File: src/rtl/swrl_pkg.sv
`timescale 1ns / 1ps
// ----------------------------------------------------------------------------
// swrl_pkg: shared types and constants of the send rate limiter
// Sizes, register indexes, refusal codes, reset values and the command and
// status bundles between the controller and the datapath.
// ----------------------------------------------------------------------------
package swrl_pkg;

	localparam int QUEUE_DEPTH = 128;
	localparam int TIME_BITS   = 48;

	localparam int IDX_W   = $clog2(QUEUE_DEPTH);
	localparam int CNT_W   = $clog2(QUEUE_DEPTH + 1);
	localparam int ADDR_W  = IDX_W + 1;
	localparam int SUM_W   = TIME_BITS + 1;
	localparam int MAX_W   = 8;
	localparam int GAP_W   = 16;
	localparam int WIN_W   = 20;
	localparam int LIM_W   = (CNT_W > MAX_W) ? CNT_W : MAX_W;
	localparam int REASON_W = 2;

	localparam int CFG_IDX_W  = 3;
	localparam int CFG_DATA_W = 20;

	localparam int S_TDATA_W = ((TIME_BITS + 7) / 8) * 8;
	localparam int S_TUSER_W = 1;
	localparam int M_TDATA_W = 8;

	// Configuration register indexes.
	localparam logic [CFG_IDX_W-1:0] REG_PRIV_MAX     = 3'd0;
	localparam logic [CFG_IDX_W-1:0] REG_NORMAL_MAX   = 3'd1;
	localparam logic [CFG_IDX_W-1:0] REG_PRIV_GAP     = 3'd2;
	localparam logic [CFG_IDX_W-1:0] REG_NORMAL_GAP   = 3'd3;
	localparam logic [CFG_IDX_W-1:0] REG_WINDOW       = 3'd4;
	localparam logic [CFG_IDX_W-1:0] REG_HOLDOFF      = 3'd5;

	// Refusal reasons.
	localparam logic [REASON_W-1:0] REASON_NONE = 2'd0;
	localparam logic [REASON_W-1:0] REASON_FAST = 2'd1;
	localparam logic [REASON_W-1:0] REASON_MANY = 2'd2;

	// Register reset values.
	localparam logic [MAX_W-1:0] RST_PRIV_MAX   = 8'd99;
	localparam logic [MAX_W-1:0] RST_NORMAL_MAX = 8'd19;
	localparam logic [GAP_W-1:0] RST_PRIV_GAP   = 16'd100;
	localparam logic [GAP_W-1:0] RST_NORMAL_GAP = 16'd1100;
	localparam logic [WIN_W-1:0] RST_WINDOW     = 20'd32000;
	localparam logic [WIN_W-1:0] RST_HOLDOFF    = 20'd30000;

	typedef struct packed {
		logic load_in;   // latch a new item and read the newest queue entry
		logic pop;       // drop the oldest entry of the class
		logic push;      // queue the item time, result is accepted
		logic set_fast;  // result is refused as too fast
		logic set_many;  // result is refused as too many
		logic note;      // resolve the notice flag of the refusal
		logic load_out;  // move the result into the output register
	} swrl_cmd_t;

	typedef struct packed {
		logic too_fast;  // newest entry plus gap lies after now
		logic expired;   // oldest entry plus window lies before now
		logic full;      // queue holds the class limit
		logic due;       // notice for the current refusal reason is due
	} swrl_sts_t;

	// Index addition modulo the queue depth; the operand stays below twice the depth.
	function automatic logic [IDX_W-1:0] wrap_idx(input logic [IDX_W:0] v);
		logic [IDX_W:0] r;
		r = (v >= (IDX_W + 1)'(QUEUE_DEPTH)) ? v - (IDX_W + 1)'(QUEUE_DEPTH) : v;
		return r[IDX_W-1:0];
	endfunction

endpackage

File: src/rtl/swrl_ctrl.sv
`timescale 1ns / 1ps
// ----------------------------------------------------------------------------
// swrl_ctrl: sequencing state machine of the send rate limiter
// Walks an item through the gap check and, unless too fast, the expiry sweep and
// limit check, then the notice of a refusal, and loads the output register.
// ----------------------------------------------------------------------------
module swrl_ctrl import swrl_pkg::*; (
	input  logic      clk,
	input  logic      arst_n,
	input  logic      s_tvalid,
	output logic      s_tready,
	output logic      m_tvalid,
	input  logic      m_tready,
	input  swrl_sts_t sts,
	output swrl_cmd_t cmd
);

	localparam logic [2:0] S_IDLE = 3'd0;
	localparam logic [2:0] S_GAP  = 3'd1;
	localparam logic [2:0] S_DROP = 3'd2;
	localparam logic [2:0] S_NOTE = 3'd3;
	localparam logic [2:0] S_OUT  = 3'd4;

	logic [2:0] state_q;
	logic [2:0] state_d;
	logic       out_valid_q;
	logic       out_free;

	assign out_free = !out_valid_q || m_tready;
	assign s_tready = (state_q == S_IDLE);
	assign m_tvalid = out_valid_q;

	always_comb begin
		state_d = state_q;
		cmd     = '0;
		unique case (state_q)
			S_IDLE: begin
				if (s_tvalid) begin
					cmd.load_in = 1'b1;
					state_d     = S_GAP;
				end
			end
			S_GAP: begin
				if (sts.too_fast) begin
					cmd.set_fast = 1'b1;
					state_d      = S_NOTE;
				end else begin
					state_d = S_DROP;
				end
			end
			S_DROP: begin
				if (sts.expired) begin
					cmd.pop = 1'b1;
				end else if (sts.full) begin
					cmd.set_many = 1'b1;
					state_d      = S_NOTE;
				end else begin
					cmd.push = 1'b1;
					state_d  = S_OUT;
				end
			end
			S_NOTE: begin
				cmd.note = 1'b1;
				state_d  = S_OUT;
			end
			S_OUT: begin
				if (out_free) begin
					cmd.load_out = 1'b1;
					state_d      = S_IDLE;
				end
			end
			default: state_d = S_IDLE;
		endcase
	end

	always_ff @(posedge clk or negedge arst_n) begin
		if (!arst_n) begin
			state_q     <= S_IDLE;
			out_valid_q <= 1'b0;
		end else begin
			state_q <= state_d;
			if (cmd.load_out) begin
				out_valid_q <= 1'b1;
			end else if (m_tready) begin
				out_valid_q <= 1'b0;
			end
		end
	end

	a_accept_to_gap: assert property (@(posedge clk) disable iff (!arst_n)
		(s_tvalid && s_tready) |=> (state_q == S_GAP))
		else $error("accepted item did not enter the gap check");

endmodule

File: config.mk
export PLATFORM = sky130hd
export DESIGN_NAME = swrl_ctrl
export DESIGN_NICKNAME = d
export VERILOG_FILES = /design/src/rtl/swrl_pkg.sv /design/src/rtl/swrl_ctrl.sv
export SDC_FILE = /design/constraint.sdc
export NUM_CORES = 1
export LEC_CHECK = 0
export BUFFER_PORTS_ARGS = -buffer_cell sky130_fd_sc_hd__buf_2
export CORE_AREA = 2 2 39 41
export CTS_BUF_LIST = sky130_fd_sc_hd__clkbuf_4 sky130_fd_sc_hd__clkbuf_8
export CTS_CLUSTER_SIZE = 28
export DETAILED_ROUTE_END_ITERATION = 16
export DIE_AREA = 0 0 41 43
export SLEW_MARGIN = 20
export SYNTH_ARGS = -nofsm -noshare
export SYNTH_HDL_FRONTEND = slang
export SYNTH_SLANG_ARGS = --single-unit
File: constraint.sdc
create_clock -name clk -period 3 [get_ports clk]
set_input_delay 0.45 -clock clk [delete_from_list [all_inputs] [get_ports clk]]
set_output_delay 0.45 -clock clk [all_outputs]
set_load 0.03 [all_outputs]
==> metrics.md <==
| Metric | Value |
|---|---|
| Max IR drop VDD | 0.326 mV |
| HPWL after DPL | 469 microns |
| IO Count | 17 |
| Remaining antenna violation count | 0 |
| Post-synth ARST share | 1.00 |
| Unique masters post-synth | 19 |
| CTS tree | done |
| Pwr dens | 1160 nW/um^2 |
| Hold_buf cts | 0 |
| Critical-path maximum fanout | 10 |
| Worst Path Arrival | 1370 ps |
| Tot GR Track Use | 0.0859 |
| Total CTS buffers | 3 |
| CTS H-Tree Depth | 1 |
| Slew margin rel. | 0.800 |
| PostCTS Resize Cnt | 0 |
| Top-count cell post-synth | nor3_1 |
| Max Clk Rate | ~550 MHz |
| WHS | between 10 and 15 ps |
| Avg WL per Cell | 9.07 microns |
| Vias in the first global route | 261 |
| Ant. Diodes | 0 |
| Post-synth top cells | nor3_1, dfrtp_1, nand2_1 |
| Post-DR vias/cell | about 4.3 |
| DRT iter0 DRCs | 7 |
| First-pass GRT wire length | 1.05 mm |
| Cell Area, Synth | 275 sq um |
| Die W | around 40 microns |
| Die ar. | around 1800 sq um |
| Worst-Skew Late Latency | 230 ps |
| # rows | 14 |
| R2r worst-path depth | 3 |
| Initial antenna violation count | 0 |
| Worst Setup Start Kind | flip-flop |
| Ys flop type | dfrtp_1 |
| Crit. End Element | output pin |
| Clk_skew | slightly above 0.9 ps |
| Synth Instances | 35 |
| Clock sinks | 4 |
| Seq/Total Area, Yosys | 0.364 |
| CP required | 2550 ps |
| Finished Layout Cells | 67 |
| Setup TNS | 0 ps |
| Largest net degree at the start of global routing | 11 |
| Avg Cell Area, Syn | 7.86 sq um |
| Initial core utilization | 0.199 |
| Setup repair after global routing missed its margin | false |
| Seq cells post-synth | 4 |
| Routed Wire Length | 608 microns |
| Postcts setup bufs | 0 |
| EDFF count, synth | 0 |
| Synth top area cells | dfrtp_1, nor3_1, nand2_1 |
| Port-buffer cells | 15 |
| Minimum clock period | about 1800 ps |
| CTS max path bufs | 2 |
| Placed cells | 64 |
| Placed Area | 354 sq um |
| Die height | roughly 43 microns |
| Layout cells sized above 1 | 0.392 |
| Final hold vios | 0 |
| Vias | between 200 and 300 |
| Setup Viol. Count Final | 0 |
| Root Buffer | clkbuf_4 |
| Core Region | approximately 1400 sq um |
| Synth-to-Final Area Change | 36.8% |
| Part of the cycle the worst path needs | 0.608 |
| Hold WC Path Type | primary input to async pin |
| Clock slew at reported path FFs | 40 ps |
| Post-synthesis net count | 43 |
| Status | completed |
| # Max-Cap Violations | 0 |
| Synthesis Warnings | 0 |
| DRC | 0 |
| Worst-Margin Slew | between 200 and 300 ps |
| Slew Viols, Final | 0 |
| Gpl congestion | 0.761 |
| Fin nets | 61 |
| Area leader, netlist | dfrtp_1 |
| Critical path class | flip-flop to output pin |
| Grt ovf | 0 |
| Static Leak | a little under 0.2 nW |
| Design area | 377 sq um |
| DR pass1 iterations | 4 |
| Synth top area share | 0.364 |
==> flip-flops by register name, summed over array words and instances, names as in the netlist <==
name / cells
m_tvalid: 1
state_q: 3
==> per-layer routing <==
metal,vias up,global-route usage,wire length (microns),share of wire
met5,-,0,0,0
li1,150,-,-,-
met2,9,0.116,301,0.50
met3,2,0.0157,37,0.061
met1,126,0.118,257,0.42
met4,0,0.0600,11,0.018
==> cell type report <==
class | instances | area, sq um
Multi-Input combinational cell | 27 | 151
Tap cell | 16 | 20.0
Timing Repair Buffer | 15 | 75.1
Fill cell | 151 | 1010
Clock buffer | 3 | 22.5
Sequential cell | 4 | 100
Inverter | 2 | 7.51
==> logic make-up after synthesis <==
family / share of synthesized area
DFF: 0.364
buffers and inverters: 0.0863
and+or+nand+nor: 0.395
AOI/OAI and AO/OA: 0.155
==> layout by cell type, fill, tap and decap left out, drive strengths merged, types with 2 or more instances in the layout <==
master / instances
a21oi: 3
buf: 15
clkbuf: 3
dfrtp: 4
inv: 2
nand2: 4
nand2b: 2
nor2: 3
nor2b: 2
nor3: 5
nor3b: 2
==> power by group <==
part / internal (mW) / switching (mW) / leakage, nW
Clock: 0.0447 / 0.0206 / 0.0138
Sequential: 0.0813 / 0.0457 / 0.0513
Combinational: 0.0835 / 0.160 / 0.129
==> per-stage QoR <==
stage	setup WS [ps]	utilization	power, mW
floorplan	903	-	0.325
global placement	1450	0.256	0.373
detailed placement	1420	0.256	0.376
CTS	1180	0.272	0.442
global route	1010	0.272	0.474
finish	1180	0.272	0.436
==> worst max-delay path, stage by stage (launching register included) <==
cell and delay [ps]:
dfrtp_1 470, nor2_1 170, nand2_1 80, nor3b_1 190, buf_2 220
==> final timing paths <==
kind	endpoint	slack (ps)	startpoint
worst max-delay path	cmd[2]	1180	state_q[2]
worst min-delay path	m_tvalid	10	arst_n
worst max register to register	state_q[0]	1860	state_q[1]
worst min register to register	state_q[1]	630	state_q[2]
max in group asynchronous	state_q[1]	2870	arst_n
min in group clk	m_tvalid	520	m_tready
No activity file was read; power rests on OpenSTA's default activity.
